`config.mk`:
```
export PLATFORM = sky130hd
export DESIGN_NAME = console_line_assembler
export DESIGN_NICKNAME = d
export VERILOG_FILES = /design/src/rtl/cla_pkg.sv /design/src/rtl/cla_dp.sv /design/src/rtl/cla_ctrl.sv /design/src/rtl/console_line_assembler.sv
export SDC_FILE = /design/constraint.sdc
export NUM_CORES = 1
export LEC_CHECK = 0
export BUFFER_PORTS_ARGS = -buffer_cell sky130_fd_sc_hd__buf_2
export CAP_MARGIN = 5
export CELL_PAD_IN_SITES_DETAIL_PLACEMENT = 1
export CELL_PAD_IN_SITES_GLOBAL_PLACEMENT = 2
export CORE_MARGIN = 2
export CORE_UTILIZATION = 40
export DETAILED_ROUTE_END_ITERATION = 10
export GPL_TIMING_DRIVEN = 1
export PLACE_DENSITY = 0.68
export SYNTH_ARGS = -nofsm -noshare
export SYNTH_HDL_FRONTEND = slang
export SYNTH_HIERARCHICAL = 1
export SYNTH_SLANG_ARGS = --single-unit
```
`constraint.sdc`:
```
create_clock -name clk_i -period 4.7 [get_ports clk_i]
set_input_delay 0.47 -clock clk_i [delete_from_list [all_inputs] [get_ports clk_i]]
set_output_delay 0.47 -clock clk_i [all_outputs]
set_load 0.05 [all_outputs]
```
`src/rtl/cla_pkg.sv`:
```
// Shared constants, character classes and controller/datapath interface types.
`default_nettype none
package cla_pkg;

  localparam int unsigned LINE_LEN    = 64;
  localparam int unsigned STORE_DEPTH = 64;
  localparam int unsigned TAB_STEP    = 5;

  localparam int unsigned CHAR_W = 8;
  localparam int unsigned ADDR_W = $clog2(STORE_DEPTH);
  localparam int unsigned POS_W  = ADDR_W + 1;
  localparam int unsigned MOD_W  = $clog2(TAB_STEP);

  localparam logic [CHAR_W-1:0] CH_NUL   = 8'h00;
  localparam logic [CHAR_W-1:0] CH_BELL  = 8'h07;
  localparam logic [CHAR_W-1:0] CH_BS    = 8'h08;
  localparam logic [CHAR_W-1:0] CH_TAB   = 8'h09;
  localparam logic [CHAR_W-1:0] CH_LF    = 8'h0A;
  localparam logic [CHAR_W-1:0] CH_VT    = 8'h0B;
  localparam logic [CHAR_W-1:0] CH_FF    = 8'h0C;
  localparam logic [CHAR_W-1:0] CH_CR    = 8'h0D;
  localparam logic [CHAR_W-1:0] CH_SPACE = 8'h20;

  typedef enum logic [2:0] {
    CLS_IGNORE,
    CLS_CR,
    CLS_NEWLINE,
    CLS_TAB,
    CLS_BS,
    CLS_BELL,
    CLS_PRINT
  } char_cls_e;

  // Commands from the controller to the datapath.
  typedef struct packed {
    logic accept;       // apply the incoming word to the line
    logic tab_step;     // advance one column of a tab
    logic emit_start;   // begin emitting the line
    logic emit_forced;  // the emission is a full-line break
    logic out_load;     // load the output register from the read data
  } cla_cmd_t;

  // Status from the datapath to the controller.
  typedef struct packed {
    char_cls_e cls;     // class of the incoming word
    logic      pos_last;  // one more column fills the line
    logic      tab_done;  // this tab step is the final one
    logic      rd_last;   // current read index is the last filled column
    logic      out_free;  // output register can take a result
  } cla_sts_t;

  function automatic char_cls_e classify(input logic [CHAR_W-1:0] ch);
    char_cls_e cls;
    unique case (ch)
      CH_NUL, CH_VT: cls = CLS_IGNORE;
      CH_CR:         cls = CLS_CR;
      CH_LF, CH_FF:  cls = CLS_NEWLINE;
      CH_TAB:        cls = CLS_TAB;
      CH_BS:         cls = CLS_BS;
      CH_BELL:       cls = CLS_BELL;
      default:       cls = CLS_PRINT;
    endcase
    return cls;
  endfunction

endpackage
`default_nettype wire

```
`src/rtl/cla_dp.sv`:
```
// Datapath: line store, column registers, read index and output register.
`default_nettype none
module cla_dp (
  input  wire logic                        clk_i,
  input  wire logic                        rst_ni,
  input  wire logic [cla_pkg::CHAR_W-1:0]  char_in_i,
  input  wire cla_pkg::cla_cmd_t           cmd_i,
  output cla_pkg::cla_sts_t                sts_o,
  input  wire logic                        out_stall_i,
  output logic                             out_valid_o,
  output logic [cla_pkg::CHAR_W-1:0]       out_char_o,
  output logic                             out_last_o,
  output logic                             line_empty_o,
  output logic                             line_bell_o,
  output logic                             forced_break_o
);

  logic [cla_pkg::CHAR_W-1:0] mem [cla_pkg::STORE_DEPTH];
  logic [cla_pkg::CHAR_W-1:0] rdata_q;

  logic [cla_pkg::POS_W-1:0]  wp_q, filled_q;
  logic [cla_pkg::MOD_W-1:0]  mod_q;
  logic                       bell_q, forced_q;
  logic [cla_pkg::ADDR_W-1:0] rd_idx_q;

  logic                       out_valid_q, out_last_q, out_empty_q, out_bell_q, out_forced_q;
  logic [cla_pkg::CHAR_W-1:0] out_char_q;

  cla_pkg::char_cls_e         cls;
  logic [cla_pkg::POS_W-1:0]  wp_inc;
  logic [cla_pkg::MOD_W-1:0]  mod_inc, mod_dec;
  logic                       line_empty, rd_last, out_free;
  logic                       we;
  logic [cla_pkg::CHAR_W-1:0] wdata;

  assign cls        = cla_pkg::classify(char_in_i);
  assign wp_inc     = wp_q + cla_pkg::POS_W'(1);
  assign mod_inc    = (mod_q == cla_pkg::MOD_W'(cla_pkg::TAB_STEP - 1)) ?
                      '0 : mod_q + cla_pkg::MOD_W'(1);
  assign mod_dec    = (mod_q == '0) ?
                      cla_pkg::MOD_W'(cla_pkg::TAB_STEP - 1) : mod_q - cla_pkg::MOD_W'(1);
  assign line_empty = (filled_q == '0);
  assign rd_last    = (cla_pkg::POS_W'(rd_idx_q) + cla_pkg::POS_W'(1)) >= filled_q;
  assign out_free   = !out_valid_q || !out_stall_i;

  assign sts_o.cls      = cls;
  assign sts_o.pos_last = (wp_inc == cla_pkg::POS_W'(cla_pkg::LINE_LEN));
  assign sts_o.tab_done = sts_o.pos_last ||
                          (mod_q == cla_pkg::MOD_W'(cla_pkg::TAB_STEP - 1));
  assign sts_o.rd_last  = rd_last;
  assign sts_o.out_free = out_free;

  // Store write: a printable word, or a space for a tab column past the fill.
  always_comb begin
    we    = 1'b0;
    wdata = char_in_i;
    if (cmd_i.accept && cls == cla_pkg::CLS_PRINT) begin
      we = 1'b1;
    end else if (cmd_i.tab_step && wp_q >= filled_q) begin
      we    = 1'b1;
      wdata = cla_pkg::CH_SPACE;
    end
  end

  always_ff @(posedge clk_i) begin
    if (we) begin
      mem[wp_q[cla_pkg::ADDR_W-1:0]] <= wdata;
    end
    rdata_q <= mem[rd_idx_q];
  end

  always_ff @(posedge clk_i or negedge rst_ni) begin
    if (!rst_ni) begin
      wp_q     <= '0;
      filled_q <= '0;
      mod_q    <= '0;
      bell_q   <= 1'b0;
      forced_q <= 1'b0;
      rd_idx_q <= '0;
    end else begin
      if (cmd_i.accept) begin
        unique case (cls)
          cla_pkg::CLS_PRINT: begin
            if (wp_q >= filled_q) filled_q <= wp_inc;
            wp_q  <= wp_inc;
            mod_q <= mod_inc;
          end
          cla_pkg::CLS_CR: begin
            wp_q  <= '0;
            mod_q <= '0;
          end
          cla_pkg::CLS_BS: begin
            if (wp_q != '0) begin
              wp_q  <= wp_q - cla_pkg::POS_W'(1);
              mod_q <= mod_dec;
            end
          end
          cla_pkg::CLS_BELL: bell_q <= 1'b1;
          default: ;
        endcase
      end
      if (cmd_i.tab_step) begin
        if (wp_q >= filled_q) filled_q <= wp_inc;
        wp_q  <= wp_inc;
        mod_q <= mod_inc;
      end
      if (cmd_i.emit_start) begin
        rd_idx_q <= '0;
        forced_q <= cmd_i.emit_forced;
      end
      if (cmd_i.out_load) begin
        rd_idx_q <= rd_idx_q + cla_pkg::ADDR_W'(1);
        if (rd_last) begin
          wp_q     <= '0;
          filled_q <= '0;
          mod_q    <= '0;
          bell_q   <= 1'b0;
        end
      end
    end
  end

  always_ff @(posedge clk_i or negedge rst_ni) begin
    if (!rst_ni) begin
      out_valid_q <= 1'b0;
    end else if (cmd_i.out_load) begin
      out_valid_q <= 1'b1;
    end else if (!out_stall_i) begin
      out_valid_q <= 1'b0;
    end
  end

  always_ff @(posedge clk_i) begin
    if (cmd_i.out_load) begin
      out_char_q   <= line_empty ? '0 : rdata_q;
      out_last_q   <= rd_last;
      out_empty_q  <= line_empty;
      out_bell_q   <= bell_q;
      out_forced_q <= forced_q;
    end
  end

  assign out_valid_o    = out_valid_q;
  assign out_char_o     = out_char_q;
  assign out_last_o     = out_last_q;
  assign line_empty_o   = out_empty_q;
  assign line_bell_o    = out_bell_q;
  assign forced_break_o = out_forced_q;

endmodule
`default_nettype wire

```
`src/rtl/cla_ctrl.sv`:
```
// Controller: sequences word intake, tab fill and line emission.
`default_nettype none
module cla_ctrl (
  input  wire logic              clk_i,
  input  wire logic              rst_ni,
  input  wire logic              in_valid_i,
  output logic                   in_stall_o,
  input  wire cla_pkg::cla_sts_t sts_i,
  output cla_pkg::cla_cmd_t      cmd_o
);

  localparam logic [1:0] ST_IDLE = 2'd0;
  localparam logic [1:0] ST_TAB  = 2'd1;
  localparam logic [1:0] ST_READ = 2'd2;
  localparam logic [1:0] ST_SEND = 2'd3;

  logic [1:0] state_q, state_d;

  always_comb begin
    state_d = state_q;
    cmd_o   = '0;
    unique case (state_q)
      ST_IDLE: begin
        if (in_valid_i) begin
          cmd_o.accept = 1'b1;
          unique case (sts_i.cls)
            cla_pkg::CLS_PRINT: begin
              if (sts_i.pos_last) begin
                cmd_o.emit_start  = 1'b1;
                cmd_o.emit_forced = 1'b1;
                state_d           = ST_READ;
              end
            end
            cla_pkg::CLS_TAB:     state_d = ST_TAB;
            cla_pkg::CLS_NEWLINE: begin
              cmd_o.emit_start = 1'b1;
              state_d          = ST_READ;
            end
            default: ;
          endcase
        end
      end
      ST_TAB: begin
        cmd_o.tab_step = 1'b1;
        if (sts_i.tab_done) begin
          if (sts_i.pos_last) begin
            cmd_o.emit_start  = 1'b1;
            cmd_o.emit_forced = 1'b1;
            state_d           = ST_READ;
          end else begin
            state_d = ST_IDLE;
          end
        end
      end
      ST_READ: state_d = ST_SEND;
      ST_SEND: begin
        if (sts_i.out_free) begin
          cmd_o.out_load = 1'b1;
          state_d        = sts_i.rd_last ? ST_IDLE : ST_READ;
        end
      end
      default: state_d = ST_IDLE;
    endcase
  end

  always_ff @(posedge clk_i or negedge rst_ni) begin
    if (!rst_ni) begin
      state_q <= ST_IDLE;
    end else begin
      state_q <= state_d;
    end
  end

  assign in_stall_o = (state_q != ST_IDLE);

endmodule
`default_nettype wire

```
`src/rtl/console_line_assembler.sv`:
```
// Top level of the console line assembler: controller plus datapath.
//
//   channel | direction | handshake              | payload
//   --------+-----------+------------------------+-------------------------------------
//   in      | input     | in_valid_i / in_stall_o | char_in_i
//   out     | output    | out_valid_o / out_stall_i | out_char_o, out_last_o, line_empty_o,
//           |           |                        | line_bell_o, forced_break_o
//
// A printable word, carriage return, backspace, bell or ignored code is applied as it is taken.
// A tab, after its intake, is filled column by column (1 to 5 columns) up to a tab stop or the line end.
// A line is emitted one result at a time, each by a store read and then an output load,
// held longer when the output stalls; the store's single read port sets that pace.
// Reset clears the column, fill count, bell flag and output valid; the store is
// not cleared, since only filled columns are ever put out.
// Input is stalled during a tab fill, and from a line end until the last result is loaded.
`default_nettype none
module console_line_assembler (
  input  wire logic                       clk_i,
  input  wire logic                       rst_ni,
  input  wire logic                       in_valid_i,
  output logic                            in_stall_o,
  input  wire logic [cla_pkg::CHAR_W-1:0] char_in_i,
  output logic                            out_valid_o,
  input  wire logic                       out_stall_i,
  output logic [cla_pkg::CHAR_W-1:0]      out_char_o,
  output logic                            out_last_o,
  output logic                            line_empty_o,
  output logic                            line_bell_o,
  output logic                            forced_break_o
);

  // Command and status between sequencer and datapath.
  cla_pkg::cla_cmd_t cmd;
  cla_pkg::cla_sts_t sts;

  cla_ctrl u_ctrl (
    .clk_i      (clk_i),
    .rst_ni     (rst_ni),
    .in_valid_i (in_valid_i),
    .in_stall_o (in_stall_o),
    .sts_i      (sts),
    .cmd_o      (cmd)
  );

  // Datapath holds the line store and drives the output register directly.
  cla_dp u_dp (
    .clk_i          (clk_i),
    .rst_ni         (rst_ni),
    .char_in_i      (char_in_i),
    .cmd_i          (cmd),
    .sts_o          (sts),
    .out_stall_i    (out_stall_i),
    .out_valid_o    (out_valid_o),
    .out_char_o     (out_char_o),
    .out_last_o     (out_last_o),
    .line_empty_o   (line_empty_o),
    .line_bell_o    (line_bell_o),
    .forced_break_o (forced_break_o)
  );

endmodule
`default_nettype wire

```
==> results of run 1 <==
## metal layers
metal	routed length, um	GRT usage, %	vias to the layer above	share of wire [%]
met5	0	0	-	0
met4	1500	5.77	0	2.5
met3	3010	3.55	93	5.0
met2	28600	32.7	327	48
met1	26400	29.2	6335	44
li1	-	-	5140	-
## cells in the final DEF, fill, tap and decap left out, drive strengths merged, types with 6 or more instances in the layout
cell,n
a211oi,13
nand2,41
dfxtp,8
a31oi,7
o21ai,28
or3,6
o211ai,6
bufinv,7
nand3,20
and2,15
mux4,151
nor2b,10
nand2b,10
xnor2,7
a21oi,29
buf,84
dfrtp,28
edfxtp,524
nor3,75
clkinv,27
inv,21
nor2,22
ha,24
mux2i,21
o2111ai,6
clkbuf,64
## worst min-delay path by stage
| stage | startpoint | to | slack, ns | cells past startpoint |
|---|---|---|---|---|
| after global routing | out_stall_i | u_dp/out_valid_o$_DFFE_PN0P_ | 0.17 | 3 |
| final | out_stall_i | u_dp/out_valid_o$_DFFE_PN0P_ | 0.18 | 3 |
| after CTS | out_stall_i | u_dp/out_valid_o$_DFFE_PN0P_ | 0.13 | 3 |
| after floorplan | rst_ni | u_ctrl/state_q[0]$_DFFE_PN0P_ | 0.17 | 0 |
| after global placement | u_dp/bell_q$_DFF_PN0_ | u_dp/line_bell_o$_DFFE_PP_ | 0.49 | 0 |
| after detailed placement | u_dp/forced_q$_DFFE_PN0P_ | u_dp/forced_break_o$_DFFE_PP_ | 0.49 | 0 |
## sequential cells by signal (all words and copies together), names as in the netlist, 2 cells and up
name,count
u_dp/rdata_q,8
u_dp/mod_q,3
u_dp/out_char_o,8
u_dp/wp_q,7
u_dp/filled_q,7
u_dp/rd_idx_q,6
u_ctrl/state_q,2
u_dp/mem,512
## worst reg2reg max path, cell delays in order (launching register included)
cell      delay [ns]
dfrtp_1         0.44
inv_1           0.26
ha_1            0.28
nand2b_1        0.14
a21o_1          0.19
a21oi_1         0.21
o21ai_1         0.10
buf_4           0.22
a21boi_4        0.16
buf_4           0.47
buf_4           0.44
nor3_1          0.13
buf_4           0.23
## cell families after synthesis
logic type      share of synthesized area [%]
simple gates                             5.08
xor+xnor                                0.415
mux                                      15.8
buf+inv                                  2.37
fa+ha+maj                                1.29
compound gates                           3.46
flops                                    71.6
## through the flow
stage / power (mW) / cell area [um2] / instances
final: 15.4 / 26200 / 2091
after global placement: 11.1 / 24400 / 1988
after global routing: 16.1 / 26200 / 2091
after floorplan: 9.58 / 23200 / 1222
after CTS: 15.6 / 26200 / 2089
after detailed placement: 11.2 / 24400 / 1988
## area by class of cell
type / instances / area (um2) / share of cell area [%]
Tap cell: 765 / 957 / 3.65
Clock inverter: 37 / 378 / 1.44
Timing Repair Buffer: 86 / 671 / 2.56
Inverter: 19 / 71.3 / 0.272
Multi-Input combinational cell: 561 / 6100 / 23.3
Clock buffer: 63 / 1410 / 5.37
Sequential cell: 560 / 16600 / 63.4
## cell usage after synthesis, types with 13 or more instances
library cell and n:
nor2_1 21, mux4_2 151, dfrtp_1 28, nor3_1 75, nand2_1 40, edfxtp_1 524, and2_1 14, buf_2 20
o21ai_0 25, a21oi_1 29, inv_1 18, a211oi_1 13, clkbuf_1 27, nand3_1 20, buf_6 14, mux2i_1 21
ha_1 24
## what timing repair did
action | in CTS | in global routing
hold endpoints to repair | 28 | 0
buffers inserted | 0 | 0
hold buffers | 1 | 0
## where the power goes
part           leakage [nW]  internal, mW  switching, mW
clock                 0.886          2.53           1.88
sequential             5.13          6.06          0.180
combinational          2.25          1.78           2.97
total                  8.26          10.4           5.03
==> key figures, run 1 <==
Critical path
  • Crit path top cell by count: buf_4
  • Critical R2R Launch: u_dp/wp_q[0]$_DFF_PN0_
  • Critical path buffers and inverters: 5
  • Critical Path RT: 5.07 ns
  • Startpoint Class: register
  • Worst R2R End: u_dp/mem[45][4]$_DFFE_PP_
  • Top cell family by delay on the critical path: buffers and inverters
  • CP max stage cell: buf_4
  • Reg2Reg Setup Slack: 1.19 ns
  • Crit Path Category: reg2reg
  • Crit path to: u_dp/mem[45][4]$_DFFE_PP_
  • Slowest stage delay, CP: 0.47 ns
  • Critical Path Fanout Max: 37
  • CP Depth: 12
  • Crit path DAT: 3.88 ns
  • Beginning of the critical path: u_dp/wp_q[0]$_DFF_PN0_
  • Worst Setup End Kind: register
  • Crit-path cells: inv_1 > ha_1 > nand2b_1 > a21o_1 > a21oi_1 > o21ai_1 > buf_4 > a21boi_4 > buf_4 > buf_4 > nor3_1 > buf_4
  • Reg2reg path depth: 12

GRT
  • Vias in the first global route: 12534
  • First-pass GRT wire length: 89100 um
  • Gr ovfl total: 0
  • Initial antenna violation count: 3
  • Gr usage total: 20.5%
  • Largest net degree at the start of global routing: 125

Placed design
  • Final Wtd Congestion: 0.791
  • HPWL after detailed placement: 36100 um
  • Pre-CTS setup slack: 0.727 ns
  • IO Port Bufs: 25

Final layout
  • Filler instances: 5395
  • Area growth, synth to finish: 12.9%
  • Fin nets: 1319
  • Share of cells above drive strength 1: 26.1%
  • Finished Core Util: 45.6%
  • Diode count: 0

Status
  • Status: completed

Die
  • Row cnt: 88
  • Die ar.: 0.0599 mm2
  • Initial core utilization: 40.4%
  • DIE WIDTH: 245 um
  • Core area: 0.0575 mm2
  • Die Height: 245 um
  • Ports: 26

Timing
  • Clock Skews: 0.0207 ns
  • Worst setup slack after layout: 1.19 ns
  • Post-layout min period: 3.51 ns
  • Max_slew headroom: 21.8%
  • Period utilization: 74.7%
  • Pins Over Slew Limit: 0
  • Worst slew pin tran: 1.16 ns
  • Worst hold slack: 0.184 ns
  • Setup TNS: 0 ns
  • Setup Viol. Count Final: 0
  • RSZ-0062 raised after global routing: no
  • Final Hold Vio Count: 0
  • FMAX: 0.285 GHz

Clock tree
  • Skew-Pair Late Insertion Delay: 0.62 ns
  • TritonCTS sink count: 560
  • CTS H-tree depth: 2
  • CTS tree: built
  • Clk Tree Root Cell: clkbuf_16
  • Post-CTS sizing: 0
  • CTS Buffer Depth: 3
  • CTS Buf Count: 55
  • Clock transition at the registers of the reported paths: 0.06 ns

Logic synthesis
  • Mapped cell area: 0.0232 mm2
  • FF+latch count, synth: 560
  • Post-synthesis instance total: 1222
  • Synth cell types: 62
  • Primary FF master, synth: edfxtp_1
  • Async SR Flop Fraction: 5.00%
  • Top cell type by total area after synthesis: edfxtp_1
  • EDFF count, synth: 524
  • Syn_area_per_cell: 19.0 um2
  • Synthesis Warnings: 6
  • Top cell type's share of synthesized area: 67.8%
  • Syn_nets: 1258
  • Top cells by area, synth: edfxtp_1, mux4_2, dfrtp_1
  • Register area share after synthesis: 71.6%

Route
  • Routed Wire Length: 59600 um
  • DR DRC count: 0
  • Drt via density: 5.69
  • DRT iter0 DRCs: 985
  • WL per Instance: 28.5 um
  • Final ANT Viol Nets: 0
  • Initial DRT Pass Iterations: 5
  • Via count: 11895

Power
  • Leakage power: 8.26 nW
  • Peak supply drop: 311 uV
  • Power per cell area: 588 mW/mm2

Run
  • Max cap viols: 0

Worst hold path
  • Class of the worst hold path: in2reg
(Power assumes the default switching activity.)
==> run 2: changes to the inputs <==
- PLACE_DENSITY: 0.68 -> 0.71
- clock period: 4.7 -> 2.9 ns (I/O delays scaled with it)
==> run 2 against run 1 <==
Against the previous run: fmax up 23%; die area is the same; critical path type unchanged; register-to-register slack lost 1.2 ns; cell count increased by 1.9%; non-clock buffer count up 35; wire length fell by 2.2%; power up 72%; critical path depth decreased by 5.
==> key figures, run 2 (synthesized netlist as in run 1, its figures left out) <==
Status
  • Status: completed

Final layout
  • Max reg flops: 512 (unchanged)
  • Diode count: 0 (unchanged)
  • Fin nets: 1355 (+2.7%)
  • Filler instances: 5350 (-0.83%)
  • Most frequent cells in the layout: edfxtp_1, mux4_2, buf_4
  • Commonest non-fill, non-tap cell in the layout: edfxtp_1
  • Final Instance Area: 0.0272 mm2 (+3.8%)
  • Share of cells above drive strength 1: 32.7% (+6.6 points)
  • Area growth, synth to finish: 17.2%
  • Finished Core Util: 47.3% (+1.7 points)

Die
  • Core area: 0.0575 mm2 (unchanged)
  • Initial core utilization: 40.4% (unchanged)
  • Die ar.: 0.0599 mm2 (unchanged)
  • Row cnt: 88 (unchanged)
  • Die Height: 245 um (unchanged)
  • Ports: 26 (unchanged)
  • DIE WIDTH: 245 um (unchanged)

Clock tree
  • CTS H-tree depth: 2 (unchanged)
  • TritonCTS sink count: 560 (unchanged)
  • CTS tree: built
  • Skew-Pair Late Insertion Delay: 0.62 ns (about the same)
  • CTS Buffer Depth: 3 (unchanged)
  • CTS Buf Count: 56 (+1.8%)
  • Clk Tree Root Cell: clkbuf_16
  • Clock transition at the registers of the reported paths: 0.06 ns (about the same)

Timing
  • Pins Over Slew Limit: 0 (unchanged)
  • Max_slew headroom: 36.5% (+15 points)
  • Setup Viol. Count Final: 0 (unchanged)
  • Clock Skews: 0.0246 ns (+0.00392 ns)
  • Worst slew pin tran: 0.953 ns (-0.211 ns)
  • Setup TNS: 0 ns (unchanged)
  • FMAX: 0.349 GHz (+23%)
  • Post-layout min period: 2.86 ns (-0.649 ns)
  • Period utilization: 98.7% (+24 points)
  • Final Hold Vio Count: 0 (unchanged)
  • RSZ-0062 raised after global routing: no

GRT
  • Largest net degree at the start of global routing: 65 (-48%)
  • Gr usage total: 20.0% (-0.51 points)
  • First-pass GRT wire length: 87600 um (-1.7%)
  • Gr ovfl total: 0 (unchanged)
  • Initial antenna violation count: 2 (-1)
  • Vias in the first global route: 12811 (+2.2%)

Power
  • Peak supply drop: 502 uV (+62%)
  • Power per cell area: 976 mW/mm2 (+66%)
  • Leakage power: 8.60 nW (+4.1%)
  • Power, Total: 26.5 mW (+72%)

Route
  • Final ANT Viol Nets: 0 (unchanged)
  • Routed Wire Length: 58300 um (-2.2%)
  • DRT iter0 DRCs: 959 (-2.6%)
  • Drt via density: 5.65 (-0.72%)
  • Initial DRT Pass Iterations: 5 (unchanged)
  • DR DRC count: 0 (unchanged)
  • Via count: 12030 (+1.1%)
  • WL per Instance: 27.4 um (-4.0%)

Placed design
  • DP Area: 0.0251 mm2 (+2.9%)
  • IO Port Bufs: 25 (unchanged)
  • HPWL after detailed placement: 36300 um (+0.37%)
  • Final Wtd Congestion: 0.804 (+1.7%)

Critical path
  • Startpoint Class: register
  • Crit Path Category: reg2reg
  • Worst Setup End Kind: register
  • Critical Path RT: 3.38 ns (-1.69 ns)
  • Critical Path Fanout Max: 15 (-59%)
  • Crit path DAT: 3.34 ns (-0.54 ns)

Worst hold path
  • Class of the worst hold path: in2reg

Run
  • Max cap viols: 0 (unchanged)
run 2: cell count changes in the layout (fill, tap and decap cells not counted), moves of 5 or more:
cell / before / now
nor3_1: 75 / 19
nor3_2: 0 / 56
buf_4: 51 / 73
buf_12: 7 / 21
bufinv_16: 7 / 12
clkbuf_8: 0 / 5
clkinv_2: 16 / 11
run 2: worst max-delay path: stages (launching register included):
cell     delay (ns)
dfrtp_4        0.50
buf_4          0.15
buf_12         0.18
buf_12         0.18
mux4_2         0.54
mux4_2         0.55
a22oi_1        0.53
nand2_1        0.09
run 2: report_power, final:
part / switching, mW / leakage, nW / internal (mW)
Combinational: 5.15 / 2.47 / 3.45
Sequential: 0.216 / 5.13 / 9.82
Clock: 3.09 / 1.00 / 4.80
Total: 8.45 / 8.60 / 18.1
run 2: cell type report:
cell class | count | area (um2) | area share [%]
repair buffers | 121 | 1110 | 4.10
flip-flops and latches | 560 | 16600 | 61.1
well taps | 765 | 957 | 3.52
inverters | 19 | 71.3 | 0.262
clock inverters | 36 | 522 | 1.92
clock buffers | 68 | 1520 | 5.58
multi-input cells | 561 | 6390 | 23.5
run 2: final timing paths:
check	startpoint	end	slack, ns	cells past startpoint
max in group asynchronous	rst_ni	u_dp/rd_idx_q[2]$_DFFE_PN0P_	2.02	2
worst max-delay path	u_dp/rd_idx_q[0]$_DFFE_PN0P_	u_dp/rdata_q[0]$_DFF_P_	0.04	7
worst max register to register	u_dp/rd_idx_q[0]$_DFFE_PN0P_	u_dp/rdata_q[0]$_DFF_P_	0.04	7
worst min register to register	u_dp/forced_q$_DFFE_PN0P_	u_dp/forced_break_o$_DFFE_PP_	0.45	0
min in group asynchronous	rst_ni	u_dp/rd_idx_q[5]$_DFFE_PN0P_	0.31	2
worst min-delay path	in_valid_i	u_ctrl/state_q[0]$_DFFE_PN0P_	0.03	3
run 2: what timing repair did:
item	4_1_cts	5_1_grt
endpoints found under the setup margin	0	8
endpoints found under the hold margin	29	0
setup buffers	0	4
hold buffers	2	0
resized for setup	0	1
run 2: metrics by stage:
stage / worst slack [ns] / cells / hold WS (ns)
after floorplan: -0.414 / 1222 / -0.00559
after global placement: -0.0000320 / 2020 / 0.391
after detailed placement: -0.138 / 2020 / 0.401
after CTS: 0.0844 / 2126 / 0.0131
after global routing: 0.00264 / 2130 / 0.0463
final: 0.0379 / 2130 / 0.0313
run 2: routing by layer:
layer	wire (um)	global-route usage [%]	up-vias
li1	-	-	5207
met1	25800	28.3	6434
met2	28200	32.0	307
met3	2730	3.39	82
met4	1510	5.79	0
met5	0	0	-
==> run 3: changes to the inputs <==
- SETUP_SLACK_MARGIN: not set -> 0.1
==> run 3 against run 2 <==
Against the previous run: critical path type unchanged; power is 1.1% lower; sequential cell count stayed put; critical path depth is 1 lower; register-to-register slack better by 0.07 ns; via count is 0.40% higher; first-iteration DRC count is 12% higher; wire length is 3.1% higher; critical endpoint is now u_dp/rdata_q[6]$_DFF_P_; non-clock buffer count is 4 lower.
==> key figures, run 3 (synthesized netlist as in run 1, its figures left out) <==
GRT
  • First-pass GRT wire length: 87600 um (about the same)
  • Gr ovfl total: 0 (unchanged)
  • Vias in the first global route: 12754 (-0.44%)
  • Largest net degree at the start of global routing: 66 (+1.5%)
  • Initial antenna violation count: 2 (unchanged)
  • Gr usage total: 20.0% (about the same)

Placed design
  • IO Port Bufs: 25 (unchanged)
  • Final Wtd Congestion: 0.797 (-0.90%)
  • HPWL after detailed placement: 36600 um (+0.92%)
  • DP Area: 0.0251 mm2 (about the same)

Clock tree
  • Clk Tree Root Cell: clkbuf_16
  • Clock transition at the registers of the reported paths: 0.06 ns (about the same)
  • TritonCTS sink count: 560 (unchanged)
  • Skew-Pair Late Insertion Delay: 0.63 ns (about the same)
  • CTS H-tree depth: 2 (unchanged)
  • CTS tree: built
  • CTS Buffer Depth: 3 (unchanged)
  • CTS Buf Count: 57 (+1.8%)

Power
  • Internal power: 17.4 mW (-3.4%)
  • Psw: 8.77 mW (+3.8%)
  • Clock power share: 27.5% (-2.2 points)
  • Peak supply drop: 482 uV (-4.0%)
  • Switching fraction of total power: 33.5% (+1.6 points)
  • Reg power frac: 38.5% (+0.6 points)
  • Leakage power: 8.67 nW (+0.75%)
  • Power per cell area: 964 mW/mm2 (-1.2%)
  • Combinational Power Share: 34.0% (+1.6 points)

Timing
  • Final Hold Vio Count: 0 (unchanged)
  • FMAX: 0.358 GHz (+2.4%)
  • Clock Skews: 0.0196 ns (-0.00496 ns)
  • Setup Viol. Count Final: 0 (unchanged)
  • Post-layout min period: 2.79 ns (-0.0681 ns)
  • Worst hold slack: 0.0327 ns (+0.00138 ns)
  • Max_slew headroom: 32.7% (-3.8 points)
  • RSZ-0062 raised after global routing: yes
  • Period utilization: 96.3% (-2.3 points)
  • Worst slew pin tran: 1.01 ns (+0.0569 ns)
  • Pins Over Slew Limit: 0 (unchanged)

Final layout
  • Filler instances: 5359 (+0.17%)
  • Most frequent cells in the layout: edfxtp_1, mux4_2, buf_4
  • Fin nets: 1352 (-0.22%)
  • Seq. cell area: 0.0166 mm2 (unchanged)
  • Diode count: 0 (unchanged)
  • Share of cells above drive strength 1: 33.2% (+0.51 points)
  • Commonest non-fill, non-tap cell in the layout: edfxtp_1
  • Max reg flops: 512 (unchanged)
  • Final Instance Area: 0.0272 mm2 (about the same)
  • Area growth, synth to finish: 17.3% (about the same)
  • Area of the multi-input gates: 0.00656 mm2 (+2.6%)

Route
  • DR top layer: met4
  • DRT met1 WL: 26100 um (+1.2%)
  • WL per Instance: 28.2 um (+3.1%)
  • Met2 Routed Length: 29700 um (+5.2%)
  • Routed Wire Length: 60100 um (+3.1%)
  • Drt via density: 5.67 (+0.40%)
  • Via count: 12078 (+0.40%)
  • DR DRC count: 0 (unchanged)
  • Final ANT Viol Nets: 0 (unchanged)
  • DR WL met3: 3050 um (+12%)
  • DRT iter0 DRCs: 1072 (+12%)
  • Initial DRT Pass Iterations: 6 (+1)

Die
  • Die Height: 245 um (unchanged)
  • Ports: 26 (unchanged)
  • Initial core utilization: 40.4% (unchanged)
  • Die ar.: 0.0599 mm2 (unchanged)
  • DIE WIDTH: 245 um (unchanged)
  • Core area: 0.0575 mm2 (unchanged)
  • Row cnt: 88 (unchanged)

Status
  • Status: completed

Critical path
  • Crit path DAT: 3.26 ns (-0.08 ns)
  • Startpoint Class: register
  • Crit Path Category: reg2reg
  • Critical Path Fanout Max: 16 (+1)
  • Worst Setup End Kind: register
  • Critical Path RT: 3.37 ns (about the same)

Worst hold path
  • Class of the worst hold path: in2reg

Run
  • Max cap viols: 0 (unchanged)
run 3: cell count changes in the layout (fill, tap and decap cells not counted), sizes merged:
cell	change
bufinv	-8
clkinvlp	+4
inv	+1
buf	-8
clkbuf	+2
clkinv	+9
run 3: worst paths after layout:
kind	cells past startpoint	endpoint	slack, ns	startpoint
max in group asynchronous	2	u_dp/rd_idx_q[0]$_DFFE_PN0P_	2.05	rst_ni
worst max register to register	6	u_dp/rdata_q[6]$_DFF_P_	0.11	u_dp/rd_idx_q[0]$_DFFE_PN0P_
worst min register to register	0	u_dp/forced_break_o$_DFFE_PP_	0.46	u_dp/forced_q$_DFFE_PN0P_
min in group asynchronous	2	u_dp/mod_q[2]$_DFF_PN0_	0.28	rst_ni
worst max-delay path	6	u_dp/rdata_q[6]$_DFF_P_	0.11	u_dp/rd_idx_q[0]$_DFFE_PN0P_
worst min-delay path	3	u_ctrl/state_q[0]$_DFFE_PN0P_	0.03	in_valid_i
run 3: area by class of cell:
cell class	instances	area share, %
sequential	560	61.1
tap	765	3.52
multi-input combinational	561	24.1
timing repair buffer	117	4.30
inverter	19	0.262
clock buffer	66	5.45
clock inverter	42	1.30
run 3: routing by layer:
metal | track usage [%] | vias to the layer above
li1 | - | 5216
met1 | 27.4 | 6469
met2 | 33.2 | 323
met3 | 3.68 | 70
met4 | 5.15 | 0
met5 | 0 | -
run 3: metrics by stage:
stage | setup slack (ns) | power [mW] | instances | util, % | setup TNS [ns]
2_1_floorplan | -0.414 | 15.8 | 1222 | - | -53.06
5_1_grt | -0.0200 | 27.3 | 2130 | 47.3 | -0.297
3_5_place_dp | -0.122 | 19.0 | 2015 | 43.7 | -2.71
4_1_cts | 0.111 | 26.2 | 2125 | 46.9 | 0
3_3_place_gp | -0.00488 | 18.8 | 2015 | 43.7 | -0.0387
6_report | 0.106 | 26.2 | 2130 | 47.3 | 0
run 3: critical path, cell delays in order (launching register included):
cell	delay [ns]
dfrtp_4	0.53
buf_12	0.23
buf_12	0.18
mux4_2	0.56
mux4_2	0.56
a22oi_1	0.35
nand2_1	0.19
run 3: timing repair:
item / CTS / global route
endpoints found under the hold margin: 29 / 0
gates resized for setup: 1 / 25
pin swaps: 0 / 1
setup buffers: 0 / 1
hold buffers: 2 / 0
setup endpoints to repair: 1 / 559
gates cloned: 0 / 4
run 3: power by group through the flow:
stage	Clock (mW)	Sequential, mW	Combinational [mW]
5_1_grt	7.63	10.1	9.52
3_5_place_dp	0	10.3	8.70
3_3_place_gp	0	10.2	8.58
4_1_cts	7.36	10.1	8.74
2_1_floorplan	0	10.3	5.46
6_report	7.22	10.1	8.91
